<file path="src/rtl/core/lfu_pkg.sv">
`timescale 1ns / 1ps

package lfu_pkg;

   localparam int unsigned ID_W    = 16;
   localparam int unsigned USES_W  = 16;
   localparam int unsigned STAMP_W = 32;
   localparam int unsigned LIMIT_W = 5;

   localparam logic [LIMIT_W-1:0] LIMIT_RESET = 5'd16;
   localparam logic [USES_W-1:0]  USES_MAX    = 16'hFFFF;
   localparam logic [USES_W-1:0]  USES_FIRST  = 16'd1;
   localparam logic [STAMP_W-1:0] STAMP_MAX   = 32'hFFFF_FFFF;

   typedef enum logic [1:0] {
      ST_IDLE,
      ST_SCAN,
      ST_DRAIN,
      ST_FINISH
   } state_type;

   typedef struct packed {
      logic [ID_W-1:0]    ident;
      logic [USES_W-1:0]  uses;
      logic [STAMP_W-1:0] inserted_at;
   } entry_type;

   typedef struct packed {
      logic      present;
      logic      slot_valid;
      entry_type entry;
   } read_type;

   typedef struct packed {
      logic match;
      logic lower;
   } rank_type;

endpackage

</file>
<file path="src/rtl/core/lfu_req_if.sv">
`timescale 1ns / 1ps

interface lfu_req_if;
   logic                      valid;
   logic                      ready;
   logic [lfu_pkg::ID_W-1:0]  candidate_id;

   modport source (output valid, output candidate_id, input ready);
   modport sink   (input valid, input candidate_id, output ready);
endinterface

</file>
<file path="src/rtl/core/lfu_rsp_if.sv">
`timescale 1ns / 1ps

interface lfu_rsp_if;
   logic                        valid;
   logic                        ready;
   logic                        hit;
   logic                        evicted;
   logic [lfu_pkg::ID_W-1:0]    evicted_id;
   logic [lfu_pkg::USES_W-1:0]  count_after;

   modport source (output valid, output hit, output evicted, output evicted_id,
                   output count_after, input ready);
   modport sink   (input valid, input hit, input evicted, input evicted_id,
                   input count_after, output ready);
endinterface

</file>
<file path="src/rtl/core/lfu_csr_if.sv">
`timescale 1ns / 1ps

interface lfu_csr_if;
   logic                          valid;
   logic                          ready;
   logic [lfu_pkg::LIMIT_W-1:0]   data;

   modport source (output valid, output data, input ready);
   modport sink   (input valid, input data, output ready);
endinterface

</file>
<file path="src/rtl/core/lfu_table.sv">
`timescale 1ns / 1ps

module lfu_table #(
   parameter int unsigned SLOTS = 16,
   parameter int unsigned IDX_W = 4
) (
   input  logic                clock,
   input  logic                reset,
   input  logic                rd_en,
   input  logic [IDX_W-1:0]    rd_addr,
   output lfu_pkg::read_type   rd_data,
   output logic [IDX_W-1:0]    rd_idx,
   input  logic                wr_en,
   input  logic [IDX_W-1:0]    wr_addr,
   input  lfu_pkg::entry_type  wr_entry
);

   lfu_pkg::entry_type mem [SLOTS];

   logic [SLOTS-1:0]   valid_ff;
   logic               present_ff;
   logic               slot_valid_ff;
   lfu_pkg::entry_type entry_ff;
   logic [IDX_W-1:0]   idx_ff;

   always_ff @(posedge clock) begin
      if (reset) begin
         valid_ff      <= '0;
         present_ff    <= 1'b0;
         slot_valid_ff <= 1'b0;
      end else begin
         if (wr_en) begin
            valid_ff[wr_addr] <= 1'b1;
         end
         present_ff <= rd_en;
         if (rd_en) begin
            slot_valid_ff <= valid_ff[rd_addr];
         end
      end
   end

   always_ff @(posedge clock) begin
      if (wr_en) begin
         mem[wr_addr] <= wr_entry;
      end
      if (rd_en) begin
         entry_ff <= mem[rd_addr];
         idx_ff   <= rd_addr;
      end
   end

   assign rd_data.present    = present_ff;
   assign rd_data.slot_valid = slot_valid_ff;
   assign rd_data.entry      = entry_ff;
   assign rd_idx             = idx_ff;

endmodule

</file>
<file path="src/rtl/core/lfu_rank.sv">
`timescale 1ns / 1ps

module lfu_rank (
   input  lfu_pkg::entry_type         cand,
   input  lfu_pkg::entry_type         best,
   input  logic                       best_present,
   input  logic [lfu_pkg::ID_W-1:0]   id,
   output lfu_pkg::rank_type          result
);

   localparam int unsigned KEY_W = lfu_pkg::USES_W + lfu_pkg::STAMP_W + lfu_pkg::ID_W;

   logic [KEY_W-1:0] cand_key;
   logic [KEY_W-1:0] best_key;

   assign cand_key = {cand.uses, cand.inserted_at, cand.ident};
   assign best_key = {best.uses, best.inserted_at, best.ident};

   assign result.match = (cand.ident == id);
   assign result.lower = !best_present || (cand_key < best_key);

endmodule

</file>
<file path="src/rtl/core/lfu_slot_replacement_unit.sv">
`timescale 1ns / 1ps

// LFU slot table with oldest-insertion tie break. Each request is looked up
// against all SLOTS slots, one slot per cycle through the registered read port
// of the entry memory, while a single comparator tracks the hit and the
// eviction candidate. After its transfer a request passes the scan state, which
// reads the slots, the drain state, which takes in the last read, and the
// finish state, which writes the table and loads the response register; only
// then is the block idle and ready for the next request. A finished response
// waits in its register while the next request is taken; the update stalls
// only if the previous response has still not been taken by then. Reset
// empties the table at once through per-slot valid bits. slots_in_use may be
// written at any time the block is idle; 0 acts as 1 and values above SLOTS
// act as SLOTS.
module lfu_slot_replacement_unit #(
   parameter int unsigned SLOTS = 16
) (
   input  logic             clock,
   input  logic             reset,
   lfu_req_if.sink          req_if,
   lfu_rsp_if.source        rsp_if,
   lfu_csr_if.sink          csr_if
);

   localparam int unsigned IDX_W  = (SLOTS > 1) ? $clog2(SLOTS) : 1;
   localparam int unsigned USED_W = $clog2(SLOTS + 1);
   localparam int unsigned CMP_W  = (USED_W > lfu_pkg::LIMIT_W) ? USED_W : lfu_pkg::LIMIT_W;
   localparam logic [IDX_W-1:0] LAST_IDX = IDX_W'(SLOTS - 1);

   lfu_pkg::state_type state_ff, state_in;

   logic [IDX_W-1:0]             scan_idx_ff, scan_idx_in;
   logic [lfu_pkg::ID_W-1:0]     id_ff, id_in;
   logic [USED_W-1:0]            used_ff, used_in;
   logic                         hit_found_ff, hit_found_in;
   logic [IDX_W-1:0]             hit_slot_ff, hit_slot_in;
   lfu_pkg::entry_type           hit_entry_ff, hit_entry_in;
   logic                         free_found_ff, free_found_in;
   logic [IDX_W-1:0]             free_slot_ff, free_slot_in;
   logic                         victim_found_ff, victim_found_in;
   logic [IDX_W-1:0]             victim_slot_ff, victim_slot_in;
   lfu_pkg::entry_type           victim_entry_ff, victim_entry_in;
   logic [lfu_pkg::STAMP_W-1:0]  req_num_ff, req_num_in;
   logic [lfu_pkg::LIMIT_W-1:0]  slots_in_use_ff, slots_in_use_in;

   logic                         rsp_valid_ff, rsp_valid_in;
   logic                         rsp_hit_ff, rsp_hit_in;
   logic                         rsp_evicted_ff, rsp_evicted_in;
   logic [lfu_pkg::ID_W-1:0]     rsp_evicted_id_ff, rsp_evicted_id_in;
   logic [lfu_pkg::USES_W-1:0]   rsp_count_ff, rsp_count_in;

   logic                         req_xfer;
   logic                         rsp_free;
   logic                         rd_en;
   logic                         finish;
   lfu_pkg::read_type            rd_data;
   logic [IDX_W-1:0]             rd_idx;
   lfu_pkg::rank_type            rank;
   logic [IDX_W-1:0]             wr_addr;
   lfu_pkg::entry_type           wr_entry;

   logic [CMP_W-1:0]             limit_raw;
   logic [CMP_W-1:0]             limit_eff;
   logic                         use_free;
   logic [lfu_pkg::USES_W-1:0]   hit_uses_next;

   assign req_xfer = req_if.valid && req_if.ready;
   assign rsp_free = !rsp_valid_ff || rsp_if.ready;

   lfu_table #(
      .SLOTS (SLOTS),
      .IDX_W (IDX_W)
   ) u_table (
      .clock    (clock),
      .reset    (reset),
      .rd_en    (rd_en),
      .rd_addr  (scan_idx_ff),
      .rd_data  (rd_data),
      .rd_idx   (rd_idx),
      .wr_en    (finish),
      .wr_addr  (wr_addr),
      .wr_entry (wr_entry)
   );

   lfu_rank u_rank (
      .cand         (rd_data.entry),
      .best         (victim_entry_ff),
      .best_present (victim_found_ff),
      .id           (id_ff),
      .result       (rank)
   );

   // next state
   always_comb begin
      state_in = state_ff;
      case (state_ff)
         lfu_pkg::ST_IDLE: begin
            if (req_xfer) begin
               state_in = lfu_pkg::ST_SCAN;
            end
         end
         lfu_pkg::ST_SCAN: begin
            if (scan_idx_ff == LAST_IDX) begin
               state_in = lfu_pkg::ST_DRAIN;
            end
         end
         lfu_pkg::ST_DRAIN: begin
            state_in = lfu_pkg::ST_FINISH;
         end
         lfu_pkg::ST_FINISH: begin
            if (rsp_free) begin
               state_in = lfu_pkg::ST_IDLE;
            end
         end
         default: begin
            state_in = lfu_pkg::ST_IDLE;
         end
      endcase
   end

   // state outputs
   always_comb begin
      req_if.ready = 1'b0;
      rd_en        = 1'b0;
      finish       = 1'b0;
      case (state_ff)
         lfu_pkg::ST_IDLE: begin
            req_if.ready = 1'b1;
         end
         lfu_pkg::ST_SCAN: begin
            rd_en = 1'b1;
         end
         lfu_pkg::ST_DRAIN: begin
            rd_en = 1'b0;
         end
         lfu_pkg::ST_FINISH: begin
            finish = rsp_free;
         end
         default: begin
            rd_en = 1'b0;
         end
      endcase
   end

   assign limit_raw = CMP_W'(slots_in_use_ff);

   always_comb begin
      limit_eff = limit_raw;
      if (limit_raw == '0) begin
         limit_eff = CMP_W'(1);
      end else if (limit_raw > CMP_W'(SLOTS)) begin
         limit_eff = CMP_W'(SLOTS);
      end
   end

   assign use_free      = free_found_ff && (CMP_W'(used_ff) < limit_eff);
   assign hit_uses_next = (hit_entry_ff.uses == lfu_pkg::USES_MAX) ? hit_entry_ff.uses
                                                                  : hit_entry_ff.uses + 1'b1;

   always_comb begin
      wr_entry.ident = id_ff;
      if (hit_found_ff) begin
         wr_addr              = hit_slot_ff;
         wr_entry.uses        = hit_uses_next;
         wr_entry.inserted_at = hit_entry_ff.inserted_at;
      end else begin
         wr_addr              = use_free ? free_slot_ff : victim_slot_ff;
         wr_entry.uses        = lfu_pkg::USES_FIRST;
         wr_entry.inserted_at = req_num_ff;
      end
   end

   // scan accumulation
   always_comb begin
      scan_idx_in     = scan_idx_ff;
      id_in           = id_ff;
      used_in         = used_ff;
      hit_found_in    = hit_found_ff;
      hit_slot_in     = hit_slot_ff;
      hit_entry_in    = hit_entry_ff;
      free_found_in   = free_found_ff;
      free_slot_in    = free_slot_ff;
      victim_found_in = victim_found_ff;
      victim_slot_in  = victim_slot_ff;
      victim_entry_in = victim_entry_ff;
      if (req_xfer) begin
         scan_idx_in     = '0;
         id_in           = req_if.candidate_id;
         used_in         = '0;
         hit_found_in    = 1'b0;
         free_found_in   = 1'b0;
         victim_found_in = 1'b0;
      end else begin
         if (rd_en && (scan_idx_ff != LAST_IDX)) begin
            scan_idx_in = scan_idx_ff + 1'b1;
         end
         if (rd_data.present) begin
            if (rd_data.slot_valid) begin
               used_in = used_ff + 1'b1;
               if (rank.match) begin
                  hit_found_in = 1'b1;
                  hit_slot_in  = rd_idx;
                  hit_entry_in = rd_data.entry;
               end
               if (rank.lower) begin
                  victim_found_in = 1'b1;
                  victim_slot_in  = rd_idx;
                  victim_entry_in = rd_data.entry;
               end
            end else if (!free_found_ff) begin
               free_found_in = 1'b1;
               free_slot_in  = rd_idx;
            end
         end
      end
   end

   always_comb begin
      req_num_in = req_num_ff;
      if (finish && (req_num_ff != lfu_pkg::STAMP_MAX)) begin
         req_num_in = req_num_ff + 1'b1;
      end
   end

   always_comb begin
      slots_in_use_in = slots_in_use_ff;
      if (csr_if.valid && csr_if.ready) begin
         slots_in_use_in = csr_if.data;
      end
   end

   always_comb begin
      rsp_valid_in      = rsp_valid_ff;
      rsp_hit_in        = rsp_hit_ff;
      rsp_evicted_in    = rsp_evicted_ff;
      rsp_evicted_id_in = rsp_evicted_id_ff;
      rsp_count_in      = rsp_count_ff;
      if (rsp_valid_ff && rsp_if.ready) begin
         rsp_valid_in = 1'b0;
      end
      if (finish) begin
         rsp_valid_in      = 1'b1;
         rsp_hit_in        = hit_found_ff;
         rsp_evicted_in    = !hit_found_ff && !use_free;
         rsp_evicted_id_in = (!hit_found_ff && !use_free) ? victim_entry_ff.ident : '0;
         rsp_count_in      = hit_found_ff ? hit_uses_next : lfu_pkg::USES_FIRST;
      end
   end

   always_ff @(posedge clock) begin
      if (reset) begin
         state_ff        <= lfu_pkg::ST_IDLE;
         req_num_ff      <= '0;
         slots_in_use_ff <= lfu_pkg::LIMIT_RESET;
         rsp_valid_ff    <= 1'b0;
      end else begin
         state_ff        <= state_in;
         req_num_ff      <= req_num_in;
         slots_in_use_ff <= slots_in_use_in;
         rsp_valid_ff    <= rsp_valid_in;
      end
   end

   always_ff @(posedge clock) begin
      scan_idx_ff       <= scan_idx_in;
      id_ff             <= id_in;
      used_ff           <= used_in;
      hit_found_ff      <= hit_found_in;
      hit_slot_ff       <= hit_slot_in;
      hit_entry_ff      <= hit_entry_in;
      free_found_ff     <= free_found_in;
      free_slot_ff      <= free_slot_in;
      victim_found_ff   <= victim_found_in;
      victim_slot_ff    <= victim_slot_in;
      victim_entry_ff   <= victim_entry_in;
      rsp_hit_ff        <= rsp_hit_in;
      rsp_evicted_ff    <= rsp_evicted_in;
      rsp_evicted_id_ff <= rsp_evicted_id_in;
      rsp_count_ff      <= rsp_count_in;
   end

   assign csr_if.ready       = 1'b1;
   assign rsp_if.valid       = rsp_valid_ff;
   assign rsp_if.hit         = rsp_hit_ff;
   assign rsp_if.evicted     = rsp_evicted_ff;
   assign rsp_if.evicted_id  = rsp_evicted_id_ff;
   assign rsp_if.count_after = rsp_count_ff;

`ifndef SYNTHESIS
   a_xfer_starts_scan: assert property (@(posedge clock) disable iff (reset)
      req_xfer |=> (state_ff == lfu_pkg::ST_SCAN))
      else $error("request transfer did not start a scan");

   a_hit_not_evict: assert property (@(posedge clock) disable iff (reset)
      rsp_valid_ff |-> !(rsp_hit_ff && rsp_evicted_ff))
      else $error("response reports both hit and eviction");

   a_evict_id_zero: assert property (@(posedge clock) disable iff (reset)
      (rsp_valid_ff && !rsp_evicted_ff) |-> (rsp_evicted_id_ff == '0))
      else $error("evicted identifier set without eviction");

   a_count_nonzero: assert property (@(posedge clock) disable iff (reset)
      rsp_valid_ff |-> (rsp_count_ff != '0))
      else $error("response use count is zero");

   a_req_num_monotonic: assert property (@(posedge clock) disable iff (reset)
      !$past(reset) |-> (req_num_ff >= $past(req_num_ff)))
      else $error("request counter went backwards");
`endif

endmodule

</file>
<file path="src/flat_wrapper.sv">
// flat-port wrapper written by rule: the top's interface ports become plain ports
module lfu_slot_replacement_unit_flat 
#(
   parameter int unsigned SLOTS = 16
)
  (clock, reset, req_if_valid, req_if_candidate_id, req_if_ready, rsp_if_valid, rsp_if_hit, rsp_if_evicted, rsp_if_evicted_id, rsp_if_count_after, rsp_if_ready, csr_if_valid, csr_if_data, csr_if_ready);
  lfu_req_if req_if_i ();
  lfu_rsp_if rsp_if_i ();
  lfu_csr_if csr_if_i ();
  input  logic clock;
  input  logic reset;
  input wire logic [$bits(req_if_i.valid)-1:0] req_if_valid;
  input wire logic [$bits(req_if_i.candidate_id)-1:0] req_if_candidate_id;
  output wire logic [$bits(req_if_i.ready)-1:0] req_if_ready;
  output wire logic [$bits(rsp_if_i.valid)-1:0] rsp_if_valid;
  output wire logic [$bits(rsp_if_i.hit)-1:0] rsp_if_hit;
  output wire logic [$bits(rsp_if_i.evicted)-1:0] rsp_if_evicted;
  output wire logic [$bits(rsp_if_i.evicted_id)-1:0] rsp_if_evicted_id;
  output wire logic [$bits(rsp_if_i.count_after)-1:0] rsp_if_count_after;
  input wire logic [$bits(rsp_if_i.ready)-1:0] rsp_if_ready;
  input wire logic [$bits(csr_if_i.valid)-1:0] csr_if_valid;
  input wire logic [$bits(csr_if_i.data)-1:0] csr_if_data;
  output wire logic [$bits(csr_if_i.ready)-1:0] csr_if_ready;
  assign req_if_i.valid = req_if_valid;
  assign req_if_i.candidate_id = req_if_candidate_id;
  assign req_if_ready = req_if_i.ready;
  assign rsp_if_valid = rsp_if_i.valid;
  assign rsp_if_hit = rsp_if_i.hit;
  assign rsp_if_evicted = rsp_if_i.evicted;
  assign rsp_if_evicted_id = rsp_if_i.evicted_id;
  assign rsp_if_count_after = rsp_if_i.count_after;
  assign rsp_if_i.ready = rsp_if_ready;
  assign csr_if_i.valid = csr_if_valid;
  assign csr_if_i.data = csr_if_data;
  assign csr_if_ready = csr_if_i.ready;
  lfu_slot_replacement_unit #(.SLOTS(SLOTS)) u_core (.clock(clock), .reset(reset), .req_if(req_if_i), .rsp_if(rsp_if_i), .csr_if(csr_if_i));
endmodule
</file>
<file path="config.mk">
export PLATFORM = sky130hd
export DESIGN_NAME = lfu_slot_replacement_unit_flat
export DESIGN_NICKNAME = d
export VERILOG_FILES = /design/src/rtl/core/lfu_pkg.sv /design/src/rtl/core/lfu_req_if.sv /design/src/rtl/core/lfu_rsp_if.sv /design/src/rtl/core/lfu_csr_if.sv /design/src/rtl/core/lfu_table.sv /design/src/rtl/core/lfu_rank.sv /design/src/rtl/core/lfu_slot_replacement_unit.sv /design/src/flat_wrapper.sv
export SDC_FILE = /design/constraint.sdc
export NUM_CORES = 1
export LEC_CHECK = 0
export BUFFER_PORTS_ARGS = -buffer_cell sky130_fd_sc_hd__clkbuf_2
export CAP_MARGIN = 10
export CORE_AREA = 2 2 298 300
export DETAILED_ROUTE_END_ITERATION = 16
export DIE_AREA = 0 0 300 302
export PLACE_DENSITY = 0.76
export SLEW_MARGIN = 15
export SYNTH_ARGS = -nofsm -noshare
export SYNTH_HDL_FRONTEND = slang
export SYNTH_HIERARCHICAL = 1
export SYNTH_SLANG_ARGS = --single-unit
</file>
<file path="constraint.sdc">
create_clock -name clock -period 14.4 [get_ports clock]
set_input_delay 1.44 -clock clock [delete_from_list [all_inputs] [get_ports clock]]
set_output_delay 1.44 -clock clock [all_outputs]
set_load 0.01 [all_outputs]
</file>
==> run metrics, run 1 <==
CTS tree=built; Cell Area, Synth=52000 um^2; Seq/Total Area, Yosys=75.8%; Worst Tran Pin Value=1.24 ns; Setup violations, final=0; Die X=300 um; count of final hold-check violations=0; count leader, synth=edfxtp_1; Synth area leaders=edfxtp_1, mux4_2, dfxtp_1; top cells by count, synth=edfxtp_1, mux4_2, nor2_1; syn_area_per_cell=21.1 um^2; Clock Pin Slew Worst Setup and Hold Paths=0.06 ns; Top delay family on crit path=compound AO/OA/AOI/OAI gates; Worst Path Required=14.75 ns; max_cap viols=0; status=completed; drt pass-1 iters=7; Post-route DRC=0; CP Launch Type=flop; synth-to-layout area growth=11.7%; vias in the first global route=26519; Tot GR Track Use=26.6%; routed via count=25449; Synth cell types=67; Port Buffer Count=61; clock root buffer=clkbuf_16; Worst slew margin=16.7%; GPL Wtd Cong=0.846; Synth area leader=edfxtp_1; peak supply drop=132 uV; FFs w/ async S/R, synth=0%; routed len/inst=30.3 um; grt total ovfl=0; power per cell area=159 nW/um^2; share of post-route cells with drive strength above 1=25.8%; Worst EP arrival=5.93 ns; Die ar.=90600 um^2; Worst Skew=0.0319 ns; largest net degree at the start of global routing=142; EDFF count, synth=1266; H-Tree Depth=4; post-CTS setup buffer count=0; CTS buffer count=133; # rows=109; Lkg Pwr=16.9 nW; Worst-Skew Late Latency=0.75 ns; core area=87600 um^2; Final TNS setup=0 ns; Iter 0 DRT Violations=3490; CP Class=reg -> reg; critical-path cell list=inv_1, nand2_1, ha_1, o21ai_0, o311ai_1, a41oi_2, nor3_1, a221oi_1, nand2_1, nor2_4, buf_4; Initial Util=59.4%; crit path max fanout=38; fill count=5339; HP Class=reg -> reg; final antenna-violating net count=0; die outline height=302 um; Final min period=5.58 ns; post-synth top area share=73.1%; Bufs on Longest Clock Path=3; boundary pin count=63; clock sinks=1336; Cells after Synth=2464; n_diodes=0; RSZ-0062 raised after global routing=false; initial antenna violation count=3; Slew Viols, Final=0; Post-CTS Hold Buffers=0; CP max stage delay=1.06 ns; Crit path top cell by count=nand2_1; final net count=2702; commonest register cell after synthesis=edfxtp_1; period utilization=38.7%; Syn. warnings=6; dpl hpwl=63.6 mm; post-cts repair resize count=0; Setup crit end kind=flop; Crit-path slowest cell=nor2_4; final hold slack=0.478 ns; Yosys reg bits=1336; Net Count, Synth=2565; worst path bufs/invs=2; Avg Vias per Cell=6.57; first-pass GRT wire length=174 mm; Routed WL=117 mm; Fmax=0.179 GHz
## kinds of logic after synthesis
| logic type | share of synthesized area, % |
|---|---|
| buffers and inverters | 1.82 |
| flip-flops | 75.8 |
| XOR/XNOR | 0.826 |
| AO/OA/AOI/OAI | 1.72 |
| other | 0.00721 |
| AND/OR/NAND/NOR | 3.05 |
| multiplexers | 14.9 |
| adder cells (fa/ha/maj) | 1.81 |
## power by group
group / total (W) / internal (W) / switching (W)
Clock: 0.00343 / 0.00195 / 0.00148
Sequential: 0.00466 / 0.00447 / 0.000186
Combinational: 0.00113 / 0.000498 / 0.000632
## path summary, 6_finish.rpt
check                                startpoint  cells past startpoint  slack (ns)                                    to
max            u_core/limit_raw[4]$_SDFFE_PP1P_                     11        8.82  u_core/u_table/mem[13][51]$_DFFE_PP_
min          u_core/u_table/rd_idx[1]$_DFFE_PP_                      0        0.48      u_core/free_slot_ff[1]$_DFFE_PP_
max reg2reg    u_core/limit_raw[4]$_SDFFE_PP1P_                     11        8.82  u_core/u_table/mem[13][51]$_DFFE_PP_
min reg2reg  u_core/u_table/rd_idx[1]$_DFFE_PP_                      0        0.48      u_core/free_slot_ff[1]$_DFFE_PP_
## per-stage QoR
stage / cell area [um^2] / worst slack, ns / cells / util, % / power [W]
global route: 58100 / 8.55 / 3873 / 66.3 / 0.00951
floorplan: 52000 / 6.27 / 2464 / - / 0.00552
CTS: 58000 / 8.89 / 3870 / 66.2 / 0.00928
finish: 58100 / 8.82 / 3873 / 66.3 / 0.00922
detailed placement: 53600 / 8.83 / 3628 / 61.3 / 0.00585
global placement: 53600 / 9.00 / 3627 / 61.2 / 0.00581
## state kept, by name, summed over array words and instances, names as in the netlist, 2 cells and up
| name | flops |
|---|---|
| u_core/id_ff | 16 |
| u_core/u_table/mem | 1024 |
| u_core/u_table/valid_ff | 16 |
| u_core/u_table/rd_idx | 4 |
| u_core/victim_slot_ff | 4 |
| u_core/victim_entry_ff | 64 |
| u_core/rsp_if.evicted_id | 16 |
| u_core/free_slot_ff | 4 |
| u_core/scan_idx_ff | 4 |
| u_core/rsp_if.count_after | 16 |
| u_core/hit_entry_ff | 48 |
| u_core/u_table/rd_data | 64 |
| u_core/limit_raw | 5 |
| u_core/req_num_ff | 32 |
| u_core/state_ff | 2 |
| u_core/hit_slot_ff | 4 |
| u_core/used_ff | 5 |
## layout by cell type (no fill, tap or decap), drive strengths merged, types with 8 or more instances in the layout
master,n
nor3,21
edfxtp,1266
a211oi,10
and4,11
mux2i,16
nand3,28
o21ai,18
a21oi,40
nand2,43
mux2,31
xnor2,41
buf,47
xor2,8
nor2,115
a21o,15
nor4,8
mux4,322
inv,95
ha,75
and3,9
dfxtp,70
and2,20
bufinv,11
nand4,34
clkinv,56
clkbuf,223
## final cells by class
cell class / count / area [um^2] / share of cell area, %
Inverter: 85 / 319 / 0.550
Clock buffer: 162 / 3500 / 6.03
Timing Repair Buffer: 108 / 736 / 1.27
Sequential cell: 1336 / 39400 / 67.9
Tap cell: 1165 / 1460 / 2.51
Clock inverter: 80 / 825 / 1.42
Multi-Input combinational cell: 937 / 11800 / 20.3
## layer usage
layer / track usage, % / vias to the layer above / share of wire (%)
met2: 42.4 / 1521 / 49
met3: 5.36 / 230 / 10
met1: 37.6 / 13307 / 38
met5: 0 / - / 0.021
li1: - / 10387 / -
met4: 8.64 / 4 / 2.7
No activity file was read; power rests on OpenSTA's default activity.
==> run 2, diff against run 1 <==
- ABC_AREA: not set -> 1
- CORE_AREA: 2 2 298 300 -> 2 2 312 314
- DIE_AREA: 0 0 300 302 -> 0 0 314 316
- clock period: 14.4 -> 5 ns (I/O delays scaled with it)
==> run 2 against run 1 <==
- total power increased to 3.1 times the previous value
- global-route usage increased by 0.13 points
- largest cell class unchanged
- via count increased by 39%
- setup slack got worse by 7.7 ns
- area after synthesis is 4.3% higher
- final cell count up 50%
==> run metrics, run 2 <==
status=completed; routed len/inst=22.9 um; pre-CTS WS=1.32 ns; boundary pin count=63; Cells after Synth=4346; count of final hold-check violations=0; max FFs per register=1024; Worst-Skew Late Latency=0.76 ns; Tot GR Track Use=26.7%; die outline height=316 um; Synth cell types=46; FFs w/ async S/R, synth=0%; Sequential Power Share=46.7%; Crit Reg-Reg Startpoint=u_core/limit_raw[2]$_SDFFE_PP0P_; post-CTS setup buffer count=0; XOR/XNOR share of the synthesized area=0.646%; CTS tree=built; count leader, synth=edfxtp_1; final hold slack=0.0514 ns; CP Class=reg -> reg; period utilization=77.0%; R2R Setup Slk=1.15 ns; vias in the first global route=34029; GPL Wtd Cong=0.872; Final TNS setup=0 ns; Post-route DRC=0; Routed WL=133 mm; Syn. warnings=6; CP max stage delay=0.52 ns; Post-Synth Adder-Cell Area=1.73%; Top delay family on crit path=simple AND/OR/NAND/NOR gates; Initial Util=56.5%; worst min-delay path startpoint=csr_if_data[4]; dpl hpwl=71.5 mm; Port Buffer Count=61; Avg Vias per Cell=6.09; WHS Endpoint=u_core/limit_raw[4]$_SDFFE_PP1P_; Reg with most FFs=u_core/u_table/mem; r2r endpoint=u_core/u_table/mem[7][54]$_DFFE_PP_; Lkg Pwr=20.2 nW; Bufs on Longest Clock Path=3; Setup crit end kind=flop; Slew Viols, Final=0; Worst slew margin=23.0%; synth-to-layout area growth=11.5%; Yosys reg bits=1336; switching share of power=30.1%; core area=96000 um^2; Seq/Total Area, Yosys=72.7%; post-synth top area share=70.1%; Final WS setup=1.15 ns; EDFF count, synth=1266; clock root buffer=clkbuf_16; Clock Pin Slew Worst Setup and Hold Paths=0.06 ns; post-synthesis mux area share=0%; Final min period=3.85 ns; Worst Tran Pin Value=1.15 ns; Net Count, Synth=4447; Cell Area, Synth=54200 um^2; syn_area_per_cell=12.5 um^2; Internal=0.0202 W; Crit-path slowest cell=nor2_4; power per cell area=477 nW/um^2; H-Tree Depth=4; final antenna-violating net count=0; post-synthesis compound-gate area fraction=9.85%; Worst Skew=0.0377 ns; share of post-route cells with drive strength above 1=9.01%; RSZ-0062 raised after global routing=false; Worst Path Required=5.39 ns; Net Sw Power=0.00868 W; fraction of the mapped netlist area in simple logic gates=11.6%; first-pass GRT wire length=200 mm; Synth area leaders=edfxtp_1, nor2_1, o21ai_0; critical-path cell list=nor2_1, nand2_1, nand2_1, nand2_1, ha_1, nand4_1, o21bai_1, nand2_1, nand2_1, nand3_1, nand2_1, inv_1, nor3_1, inv_1, nor2_4, buf_12; max_cap viols=0; commonest register cell after synthesis=edfxtp_1; Die X=314 um; crit path max fanout=52; largest family of logic cells by synthesized area=simple AND/OR/NAND/NOR gates; HP Class=in -> reg; Crit path top cell by count=nand2_1; fill count=6816; n_diodes=0; grt total ovfl=0; clock sinks=1336; commonest cells after routing, fill and taps aside=edfxtp_1, nor2_1, o21ai_0, nand2_1, o211ai_1; Clock power frac=33.9%; Setup violations, final=0; Fmax=0.260 GHz; # rows=114; CTS buffer count=134; final net count=4511; most common cell after layout, fill and taps aside=edfxtp_1; depth of the most critical reg-to-reg path=16; Synth area leader=edfxtp_1; Iter 0 DRT Violations=5164; largest net degree at the start of global routing=270; Logic pwr share=19.4%; hold depth=3; peak supply drop=550 uV; CP Launch Type=flop; drt pass-1 iters=6; routed via count=35283; top cells by count, synth=edfxtp_1, nor2_1, o21ai_0; worst path bufs/invs=3; Worst EP arrival=4.24 ns; initial antenna violation count=0; Die ar.=99200 um^2
## run 2: cell types whose count changed after synthesis, moves of 91 or more
cell and delta:
mux4_2 -322, nor2_1 +817, o21ai_0 +460, nand3_1 +154, o211ai_1 +235, o21ai_1 +91
nand2_1 +342
## run 2: what timing repair did
| item | in CTS | in global routing |
|---|---|---|
| resized for setup | 0 | 0 |
| endpoints found under the hold margin | 20 | 0 |
| hold buffers | 20 | 0 |
## run 2: how the worst max path moves through the flow
stage / endpoint / start / slack, ns / depth (start not counted)
finish: u_core/u_table/mem[7][54]$_DFFE_PP_ / u_core/limit_raw[2]$_SDFFE_PP0P_ / 1.15 / 16
detailed placement: u_core/u_table/mem[7][49]$_DFFE_PP_ / u_core/limit_raw[2]$_SDFFE_PP0P_ / 1.32 / 16
floorplan: u_core/u_table/mem[11][0]$_DFFE_PP_ / rsp_if_ready / -0.09 / 9
global placement: u_core/u_table/mem[1][22]$_DFFE_PP_ / u_core/limit_raw[2]$_SDFFE_PP0P_ / 1.42 / 16
CTS: u_core/u_table/mem[7][51]$_DFFE_PP_ / u_core/limit_raw[2]$_SDFFE_PP0P_ / 1.24 / 16
global route: u_core/u_table/mem[7][51]$_DFFE_PP_ / u_core/limit_raw[2]$_SDFFE_PP0P_ / 0.92 / 16
## run 2: logic make-up after synthesis
family          after synthesis
simple gates               1558
compound gates              919
xor+xnor                     40
flops                      1336
buf+inv                     417
fa+ha+maj                    75
other cells                   1
## run 2: cell type report
type                       count  area (um^2)  share of cell area [%]
timing repair buffer         170         1360                    2.25
clock buffer                 176         3610                    5.98
tap                         1276         1600                    2.64
sequential                  1336        39400                    65.2
multi-input combinational   2593        13100                    21.6
clock inverter                67          679                    1.12
inverter                     175          686                    1.13
## run 2: power by group through the flow
stage	Clock [W]	Sequential [W]	Combinational, W
2_1_floorplan	0	0.0135	0.00403
3_3_place_gp	0	0.0137	0.00533
3_5_place_dp	0	0.0137	0.00549
4_1_cts	0.00986	0.0135	0.00555
5_1_grt	0.0103	0.0135	0.00617
6_report	0.00977	0.0135	0.00561
## run 2: worst min-delay path, stage by stage
cell and delay [ns]:
clkbuf_2 0.08, a21oi_1 0.09, o21ai_0 0.09
## run 2: routing by layer
metal	part of all wire (%)	track usage, %	wire (um)
met5	0	0	0
met1	39	37.2	52100
met3	10	4.90	13600
met4	3.5	10.6	4660
met2	47	42.1	62200
## run 2: metrics by stage
| step | total power, W | instances | utilization [%] | area, um^2 |
|---|---|---|---|---|
| 2_1_floorplan | 0.0175 | 4346 | - | 54200 |
| 3_3_place_gp | 0.0190 | 5529 | 58.3 | 55900 |
| 3_5_place_dp | 0.0192 | 5529 | 58.3 | 55900 |
| 4_1_cts | 0.0289 | 5792 | 63.0 | 60400 |
| 5_1_grt | 0.0300 | 5793 | 63.0 | 60500 |
| 6_report | 0.0289 | 5793 | 63.0 | 60500 |
